<file path="config.mk">
export PLATFORM = sky130hd
export DESIGN_NAME = imp_queue
export DESIGN_NICKNAME = d
export VERILOG_FILES = /design/src/rtl/core/imp_pkg.sv /design/src/rtl/core/imp_queue.sv
export SDC_FILE = /design/constraint.sdc
export NUM_CORES = 1
export LEC_CHECK = 0
export BUFFER_PORTS_ARGS = -buffer_cell sky130_fd_sc_hd__buf_4
export CAP_MARGIN = 10
export CORE_MARGIN = 2
export CORE_UTILIZATION = 55
export DETAILED_ROUTE_END_ITERATION = 6
export PLACE_DENSITY = 0.93
export SETUP_SLACK_MARGIN = 0.3
export SLEW_MARGIN = 20
export SYNTH_ARGS = -nofsm -noshare
export SYNTH_HDL_FRONTEND = slang
export SYNTH_SLANG_ARGS = --single-unit
</file>
<file path="constraint.sdc">
create_clock -name aclk -period 12.5 [get_ports aclk]
set_input_delay 2.5 -clock aclk [delete_from_list [all_inputs] [get_ports aclk]]
set_output_delay 2.5 -clock aclk [all_outputs]
set_load 0.01 [all_outputs]
</file>
<file path="src/rtl/core/imp_pkg.sv">
// Shared types and constants of the icon mask pixel decoder.
package imp_pkg;

    // Input item kinds carried on s_tuser.
    localparam logic CMD_PALETTE = 1'b0;
    localparam logic CMD_GROUP   = 1'b1;

    // Configuration register indexes.
    localparam logic [1:0] REG_WIDTH  = 2'd0;
    localparam logic [1:0] REG_HEIGHT = 2'd1;
    localparam logic [1:0] REG_MODE   = 2'd2;

    // Colour depth codes; the unused code decodes as 8bpp.
    localparam logic [1:0] MODE_1BPP = 2'd0;
    localparam logic [1:0] MODE_4BPP = 2'd1;
    localparam logic [1:0] MODE_8BPP = 2'd2;

    // Pixel kinds held in the output stage.
    localparam logic [1:0] PIX_CLEAR   = 2'd0;
    localparam logic [1:0] PIX_BLACK   = 2'd1;
    localparam logic [1:0] PIX_WHITE   = 2'd2;
    localparam logic [1:0] PIX_PALETTE = 2'd3;

    localparam logic [7:0] ALPHA_OPAQUE = 8'hFF;

    // One classified request passed from the front end to the back end.
    typedef struct packed {
        logic        is_group;
        logic [7:0]  entry_index;
        logic [23:0] rgb;
        logic [7:0]  and_mask;
        logic [63:0] color_bits;
        logic [4:0]  group_column;
        logic [7:0]  row;
        logic        last;
    } imp_op_t;

endpackage

</file>
<file path="src/rtl/core/imp_queue.sv">
// Two-entry request queue between the front end and the back end.
module imp_queue
    import imp_pkg::*;
(
    input  logic    aclk,
    input  logic    aresetn,
    input  logic    wr_valid,
    output logic    wr_ready,
    input  imp_op_t wr_op,
    output logic    rd_valid,
    input  logic    rd_pop,
    output imp_op_t rd_op
);

    imp_op_t    slot_reg [2];
    logic       wr_ptr_reg, wr_ptr_next;
    logic       rd_ptr_reg, rd_ptr_next;
    logic [1:0] count_reg, count_next;
    logic       push;
    logic       pop;

    assign wr_ready = (count_reg != 2'd2);
    assign rd_valid = (count_reg != 2'd0);
    assign rd_op    = slot_reg[rd_ptr_reg];
    assign push     = wr_valid && wr_ready;
    assign pop      = rd_pop && rd_valid;

    // Pointer and fill count update.
    always_comb begin
        wr_ptr_next = push ? ~wr_ptr_reg : wr_ptr_reg;
        rd_ptr_next = pop ? ~rd_ptr_reg : rd_ptr_reg;
        count_next  = count_reg;
        if (push && !pop) begin
            count_next = count_reg + 2'd1;
        end else if (pop && !push) begin
            count_next = count_reg - 2'd1;
        end
    end

    always_ff @(posedge aclk) begin
        if (!aresetn) begin
            wr_ptr_reg <= 1'b0;
            rd_ptr_reg <= 1'b0;
            count_reg  <= 2'd0;
        end else begin
            wr_ptr_reg <= wr_ptr_next;
            rd_ptr_reg <= rd_ptr_next;
            count_reg  <= count_next;
        end
    end

    // Payload storage.
    always_ff @(posedge aclk) begin
        if (push) begin
            slot_reg[wr_ptr_reg] <= wr_op;
        end
    end

endmodule

</file>
==> results.ini <==
[drt]
viasPerCell=5.12
drt-initial-drc-count=315
dr.pass1.iters=4
vias=4541
wl_per_cell_um=19.2
drtAntennaViolNets=0
drt-total-wl_mm=17.0
drc=0

[sta]
min_period_ns=5.24
worst_slew_pin_slew_ns=0.949
relSlewSlack_pct=36.7
slew_viol_final=0
rsz0062_at_grt=false
tns_ns=0
max_clock_freq_ghz=0.191
skew_ns=0.00521
setup_viol=0
hold_viol=0
fin_crit_sh_pct=42.0

[clocking]
cts_setup_buffers=0
cts_buffers=25
cts_max_path_buffers=3
cts_hold_buf=0
clockRootBuffer=clkbuf_16
htreeDepth=1
cts_resized=0
path_clk_slew_ns=0.05
cts_tree=built
clock-sinks=243
clock_latency_ns=0.50

[power]
powerDensity_nw_per_um2=200
clockPowerShare_pct=29.2
switching_share_pct=25.2
ir_drop_mv=0.137
power_frac_seq_pct=45.8
power_mw=2.33
power_switching_mw=0.587
leakage_nw=4.31
internal_power_mw=1.74
p_comb_share_pct=24.9

[placement]
placed_area_sq_um=10900
port_buffers=243
dp_hpwl_mm=11.3
place_inst=843
place_congestion=0.760

[min_path]
min_path_type=reg -> reg

[grt]
grt_use_total_pct=18.6
grt_use_met1_pct=21.8
grt_antenna_before_repair=0
met2_usage_pct=34.0
grt_pass1_wl_mm=24.3
busiest_layer=met2
gr-total-overflow=0
grt_max_degree=72
grt_use_met3_pct=4.76
grt_pass1_vias=4775

[worst_setup_path]
worstSetupPathType=reg -> out
critical_path.max_fanout=71
crit_arrival_ns=2.74
required_ns=10.00
endpoint_kind=primary output
worstSetupStartpointType=flop

[yosys]
syn_inst=394
syn-cell-area_sq_um=8860
yosysUniqueCellTypes=20
yosys.area.top_type=edfxtp_1
synth_common_cells=238 x edfxtp_1, 119 x mux2_2, 10 x buf_6
ys.warnings.count=0
async_flop_share_pct=0
avgSynthCellArea_sq_um=22.5
ys.flop_type=edfxtp_1
synth_edf_count=238
syn_nets=518
yosysSeqAreaShare_pct=81.8
synth_seq_cells=243
yosysTopAreaCellShare_pct=80.6
synth.most_common_cell=edfxtp_1
synth.area.top_cells=edfxtp_1 81%, mux2_2 15%, buf_6 1.3%

[layout]
layout.nets=778
diodes=0
area_growth_pct=31.1
fin_cells=887
drive_gt1_share_pct=60.2
filler_cell_count=898
largest_register_ffs=238
finalInstanceArea_sq_um=11600

[die]
die_x_um=131
core.rowCount=46
initial_core_util_pct=56.0
die_h_um=131
dieArea_sq_um=17100
coreArea_sq_um=15800
ios=244

[outcome]
outcome=complete, no violations

[run]
maxCapViolCount=0

==> power by group through the flow <==
| stage | combinational, mW | clock (mW) | sequential (mW) |
|---|---|---|---|
| global placement | 0.568 | 0 | 1.08 |
| global route | 0.619 | 0.724 | 1.08 |
| finish | 0.580 | 0.680 | 1.07 |
| floorplan | 0.349 | 0 | 1.06 |
| detailed placement | 0.585 | 0 | 1.08 |
| CTS | 0.589 | 0.695 | 1.07 |
==> cells in the final DEF (no fill, tap or decap) <==
cell,instances
a21bo_2,1
dfxtp_1,4
clkbuf_1,7
nand2b_4,1
xor2_1,1
xnor2_1,2
a21boi_1,1
clkinvlp_4,1
mux2_2,119
edfxtp_1,238
or3_1,1
clkinv_1,4
buf_4,246
clkbuf_16,25
ha_1,1
or2_2,1
nand3b_1,1
o21ai_0,1
inv_4,1
o21ai_1,1
dfxtp_4,1
a21boi_0,1
bufinv_16,2
and2_1,4
and3_4,1
clkinv_2,5
==> through the flow <==
step | setup slack [ns] | util, % | hold WS, ns
floorplan | 6.71 | - | 0.512
global placement | 7.79 | 68.6 | 0.524
detailed placement | 7.75 | 68.6 | 0.556
CTS | 7.21 | 73.4 | 0.585
global route | 7.10 | 73.4 | 0.613
finish | 7.26 | 73.4 | 0.586
==> layout make-up <==
class                   count  area (sq um)  area share, %
flip-flops and latches    243          7250           62.4
repair buffers            246          1850           15.9
multi-input cells         137          1480           12.8
clock buffers              32           652           5.61
well taps                 216           270           2.33
clock inverters            12           108          0.926
inverters                   1          6.26         0.0539
==> per-layer routing <==
metal	wire (um)	part of all wire (%)	up-vias
li1	-	-	2089
met1	6410	38	2238
met2	9070	53	187
met3	1220	7.2	27
met4	291	1.7	0
met5	0	0	-
==> critical path, stage by stage (launching register included) <==
cell and delay, ns:
dfxtp_4 0.74, buf_4 0.80, mux2_2 0.44, buf_4 0.15
==> kinds of logic (layout without fill, tap and decap cells) <==
group                    Yosys count  count (layout)  synth area share (%)
AO/OA/AOI/OAI                      5               5                 0.395
flip-flops                       243             243                  81.8
multiplexers                     119             119                  15.1
XOR/XNOR                           3               3                 0.296
AND/OR/NAND/NOR                    9               9                 0.734
adder cells (fa/ha/maj)            1               1                 0.141
buffers and inverters             14             291                  1.57
==> path summary, 6_finish.rpt <==
kind                      from              end  slack [ns]  cells after the start
hold reg to reg     rd_ptr_reg             flop        0.59                      2
setup reg to reg  count_reg[0]  slot_reg[0][91]        9.95                      4
setup / recovery          flop       rd_op[101]        7.26                      3
hold / removal      rd_ptr_reg             flop        0.59                      2
(Power assumes the default switching activity.)
