$ cat src/rtl/core/imp_pkg.sv
// Shared types and constants of the icon mask pixel decoder.
package imp_pkg;

    // Input item kinds carried on s_tuser.
    localparam logic CMD_PALETTE = 1'b0;
    localparam logic CMD_GROUP   = 1'b1;

    // Configuration register indexes.
    localparam logic [1:0] REG_WIDTH  = 2'd0;
    localparam logic [1:0] REG_HEIGHT = 2'd1;
    localparam logic [1:0] REG_MODE   = 2'd2;

    // Colour depth codes; the unused code decodes as 8bpp.
    localparam logic [1:0] MODE_1BPP = 2'd0;
    localparam logic [1:0] MODE_4BPP = 2'd1;
    localparam logic [1:0] MODE_8BPP = 2'd2;

    // Pixel kinds held in the output stage.
    localparam logic [1:0] PIX_CLEAR   = 2'd0;
    localparam logic [1:0] PIX_BLACK   = 2'd1;
    localparam logic [1:0] PIX_WHITE   = 2'd2;
    localparam logic [1:0] PIX_PALETTE = 2'd3;

    localparam logic [7:0] ALPHA_OPAQUE = 8'hFF;

    // One classified request passed from the front end to the back end.
    typedef struct packed {
        logic        is_group;
        logic [7:0]  entry_index;
        logic [23:0] rgb;
        logic [7:0]  and_mask;
        logic [63:0] color_bits;
        logic [4:0]  group_column;
        logic [7:0]  row;
        logic        last;
    } imp_op_t;

endpackage

$ cat src/rtl/core/imp_front.sv
// Front end: configuration registers, request intake and group position tracking.
module imp_front
    import imp_pkg::*;
(
    input  logic         aclk,
    input  logic         aresetn,
    input  logic         s_tvalid,
    output logic         s_tready,
    input  logic [103:0] s_tdata,
    input  logic         s_tuser,
    input  logic         cfg_valid,
    output logic         cfg_ready,
    input  logic [1:0]   cfg_index,
    input  logic [3:0]   cfg_data,
    output logic         q_valid,
    input  logic         q_ready,
    output imp_op_t      q_op,
    output logic [1:0]   bits_mode
);

    logic [3:0] width_units_reg, width_units_next;
    logic [3:0] height_units_reg, height_units_next;
    logic [1:0] bits_mode_reg, bits_mode_next;
    logic [4:0] group_column_reg, group_column_next;
    logic [7:0] source_row_reg, source_row_next;

    logic [3:0] width_eff;
    logic [3:0] height_eff;
    logic [4:0] groups;
    logic [7:0] height;
    logic       col_wrap;
    logic       row_wrap;
    logic       accept;

    // A zero size behaves as one unit.
    assign width_eff  = (width_units_reg == 4'd0) ? 4'd1 : width_units_reg;
    assign height_eff = (height_units_reg == 4'd0) ? 4'd1 : height_units_reg;
    assign groups     = {width_eff, 1'b0};
    assign height     = {height_eff, 4'b0000};
    assign col_wrap   = (group_column_reg == groups - 5'd1);
    assign row_wrap   = (source_row_reg == height - 8'd1);

    // Every request goes into the queue; the queue's free space paces intake.
    assign s_tready  = q_ready;
    assign q_valid   = s_tvalid;
    assign accept    = s_tvalid && q_ready;
    assign cfg_ready = 1'b1;
    assign bits_mode = bits_mode_reg;

    // Classify the request and attach its output position.
    always_comb begin
        q_op.is_group     = (s_tuser == CMD_GROUP);
        q_op.entry_index  = s_tdata[7:0];
        q_op.rgb          = {s_tdata[15:8], s_tdata[23:16], s_tdata[31:24]};
        q_op.and_mask     = s_tdata[39:32];
        q_op.color_bits   = s_tdata[103:40];
        q_op.group_column = group_column_reg;
        q_op.row          = height - 8'd1 - source_row_reg;
        q_op.last         = row_wrap && col_wrap;
    end

    // Register writes restart the icon; groups step the column and row.
    always_comb begin
        width_units_next  = width_units_reg;
        height_units_next = height_units_reg;
        bits_mode_next    = bits_mode_reg;
        group_column_next = group_column_reg;
        source_row_next   = source_row_reg;
        if (cfg_valid) begin
            case (cfg_index)
                REG_WIDTH: begin
                    width_units_next  = cfg_data;
                    group_column_next = 5'd0;
                    source_row_next   = 8'd0;
                end
                REG_HEIGHT: begin
                    height_units_next = cfg_data;
                    group_column_next = 5'd0;
                    source_row_next   = 8'd0;
                end
                REG_MODE: begin
                    bits_mode_next    = cfg_data[1:0];
                    group_column_next = 5'd0;
                    source_row_next   = 8'd0;
                end
                default: begin
                end
            endcase
        end else if (accept && s_tuser == CMD_GROUP) begin
            if (col_wrap) begin
                group_column_next = 5'd0;
                source_row_next   = row_wrap ? 8'd0 : source_row_reg + 8'd1;
            end else begin
                group_column_next = group_column_reg + 5'd1;
            end
        end
    end

    always_ff @(posedge aclk) begin
        if (!aresetn) begin
            width_units_reg  <= 4'd2;
            height_units_reg <= 4'd2;
            bits_mode_reg    <= MODE_1BPP;
            group_column_reg <= 5'd0;
            source_row_reg   <= 8'd0;
        end else begin
            width_units_reg  <= width_units_next;
            height_units_reg <= height_units_next;
            bits_mode_reg    <= bits_mode_next;
            group_column_reg <= group_column_next;
            source_row_reg   <= source_row_next;
        end
    end

endmodule

$ cat config.mk
export PLATFORM = sky130hd
export DESIGN_NAME = imp_front
export DESIGN_NICKNAME = d
export VERILOG_FILES = /design/src/rtl/core/imp_pkg.sv /design/src/rtl/core/imp_front.sv
export SDC_FILE = /design/constraint.sdc
export NUM_CORES = 1
export LEC_CHECK = 0
export BUFFER_PORTS_ARGS = -buffer_cell sky130_fd_sc_hd__buf_2
export CAP_MARGIN = 20
export CELL_PAD_IN_SITES_DETAIL_PLACEMENT = 0
export CELL_PAD_IN_SITES_GLOBAL_PLACEMENT = 1
export CORE_MARGIN = 8
export CORE_UTILIZATION = 23
export DETAILED_ROUTE_END_ITERATION = 10
export PLACE_DENSITY = 0.84
export SLEW_MARGIN = 20
export SYNTH_ARGS = -nofsm -noshare
export SYNTH_HDL_FRONTEND = slang
export SYNTH_SLANG_ARGS = --single-unit
$ cat constraint.sdc
create_clock -name aclk -period 3.55 [get_ports aclk]
set_input_delay 0.355 -clock aclk [delete_from_list [all_inputs] [get_ports aclk]]
set_output_delay 0.355 -clock aclk [all_outputs]
set_load 0.1 [all_outputs]
==> impl_results.md <==
* Run status: finished clean
* Post-synthesis sequential element count at 23
* Number of distinct library cells after synthesis at 43
* Buffers on Ports at 30
* Max FFs per register at 8
* Share of the clock period used by the worst path after layout at 77.7%
* Drt initial violations at 47
* Total Die Area at 12,700 um2
* Cts-stage hold buffer count at 0
* Minimum clock period after layout at 2760 ps
* Routed Wire Length at about 4300 um
* Yosys warnings at 0
* Syn_area_per_cell at 7.81 um2
* Arrival time reported for the critical path endpoint at 2400 ps
* Total via count in the routed design at 1,411
* Wire length of the first global-routing pass at slightly below 7000 um
* Most frequently used cell type in the post-synthesis netlist: buf_4
* Main area contributors after synthesis: buf_4 38%, dfxtp_1 21%, mux2i_1 4.2%
* H-tree depth at 1
* Setup crit end kind: output port
* Area of all placed cells without fillers at about 1700 um2
* Final count of hold timing violations at 0
* Worst-skew pair later-pin latency at approximately 260 ps
* Ratio of cells with drive above 1 in the final layout at 18.2%
* Postcts setup bufs at 0
* Largest buffer count on any clock path at 2
* Origin of the worst min-delay path: aresetn
* Total DRC errors in the routed layout at 0
* Library cell with the largest summed area after synthesis: buf_4
* Final slew viol count at 0
* Number of nets in the layout at 319
* Critical Path Source: height_units_reg[0]
* Most frequent cells after synthesis: 108 x buf_4, 23 x dfxtp_1, 18 x nor2_1
* Pwr per Cell Area at 323 nW/um2
* Detailed-route wire length per cell at roughly 14 um
* Most used flip-flop cell after synthesis: dfxtp_1
* Path type of the worst min-delay path: input port to register
* Clock tree from TritonCTS: yes
* Reported leakage power at 0.654 nW
* Vias/cell at 4.57
* Initial Utilization at between 20% and 30%
* Congestion Overflow GR at 0
* Share of async-settable or async-resettable flops after synthesis at 0%
* Net count after synthesis at 395
* Length of the first detailed-routing pass in iterations at 4
* Fraction of the yosys area taken by sequential cells at 21.4%
* WP data required at roughly 3200 ps
* Count of maximum capacitance violations at 0
* Startpoint class of the critical path: register
* Placer Congestion at 0.729
* Boundary pin count at 240
* Die extent in x at 113 um
* Mapped cell area at between 2000 and 2500 um2
* Via count of the first global-routing pass at 1,411
* Setup Crit Path Kind: register to output port
* R2r startpoint: height_units_reg[0]
* Worst Path Max Fanout at 6
* Buffer cell driving the clock tree root: clkbuf_8
* Antenna violations before repair at 0
* Area Overhead vs Synth at -22.5%
* Number of gates resized after cts at 0
* Number of antenna cells inserted at 0
* Highest clock frequency the design can meet at 0.362 GHz
* Slew headroom at 51.2%
* CTS Buf Count at 3
* Die height at around 110 um
* Count of mapped cells out of synthesis at 275
* Number of flops mapped to enable cells by yosys at 0
* Post-route ant nets at 0
* Largest net degree at the start of global routing at 17
* Global router's overall resource usage at 6.78%
* Sum Neg Setup Slack at 0 ps
* Cell Area, Placed at 1620 um2
* Total core area at between 9000 and 10,000 um2
* Transition time at the pin with the least slew margin at 730 ps
* Area share of the largest cell type after synthesis at 37.7%
* Estimated wirelength of the detail-placed design at 3520 um
* Fin Clk Skew at between 8 and 9 ps
* Row count at 35
* Worst IR drop on VDD at 0.000101 V
* Clock sink count at 23
* Final setup violation count at 0
* Clock transition at the registers of the reported paths at 80 ps
* Unrepaired setup endpoints after global routing: false
==> path summary, 6_finish.rpt <==
| path | end | slack (ps) | depth (start not counted) |
|---|---|---|---|
| worst max-delay path | q_op[0] | 790 | 7 |
| worst min-delay path | height_units_reg[1] | 320 | 2 |
| worst max register to register | source_row_reg[6] | 1240 | 8 |
| worst min register to register | bits_mode[0] | 500 | 2 |
==> logic make-up after synthesis <==
group	synth area share (%)
flip-flops	21.4
AO/OA/AOI/OAI	8.27
adder cells (fa/ha/maj)	2.33
multiplexers	4.72
other	0.175
buffers and inverters	39.9
AND/OR/NAND/NOR	20.3
XOR/XNOR	2.85
==> where the power goes <==
part	leakage, nW	switching, mW	total, mW	internal [mW]
Combinational	0.445	0.0835	0.107	0.0238
Clock	0.0228	0.0829	0.163	0.0800
Sequential	0.186	0.00502	0.267	0.262
Total	0.654	0.171	0.537	0.366
==> layer usage <==
layer / share of wire, % / up-vias / track usage [%]
met3: 9.8 / 42 / 2.95
met1: 36 / 644 / 6.27
li1: - / 671 / -
met4: 6.5 / 0 / 6.21
met2: 48 / 54 / 11.2
met5: 0 / - / 0
==> critical path, cell delays in order, from the launching register on <==
cell     delay [ps]
dfxtp_1         350
nor2_1          150
mux2_2          350
ha_1            320
and3_1          150
nand4_1         180
nor3_2          180
buf_2           450
==> cells in the final DEF, fill, tap and decap left out, types with 5 or more instances in the layout <==
| master | Yosys | layout |
|---|---|---|
| inv_1 | 9 | 9 |
| dfxtp_1 | 23 | 23 |
| nand4_1 | 5 | 5 |
| a31oi_1 | 5 | 5 |
| mux2i_1 | 9 | 9 |
| nand3_1 | 15 | 15 |
| a21oi_1 | 7 | 7 |
| nor2_1 | 18 | 18 |
| buf_2 | 1 | 30 |
| nand2_1 | 14 | 14 |
==> cell type report <==
cell class | instances | area [um2]
clock buffers | 4 | 45.0
fillers | 1002 | 7490
inverters | 9 | 33.8
multi-input cells | 132 | 836
flip-flops and latches | 23 | 460
well taps | 111 | 139
repair buffers | 30 | 150
==> per-stage QoR <==
| step | total power, mW | hold WS, ps | instances | setup slack, ps | utilization (%) |
|---|---|---|---|---|---|
| finish | 0.537 | 318 | 309 | 791 | 18.2 |
| CTS | 0.542 | 315 | 309 | 763 | 18.2 |
| floorplan | 0.912 | 417 | 275 | 318 | - |
| global route | 0.562 | 322 | 309 | 628 | 18.2 |
| global placement | 0.380 | 477 | 305 | 1090 | 17.7 |
| detailed placement | 0.381 | 490 | 305 | 1060 | 17.7 |
(Power assumes the default switching activity.)
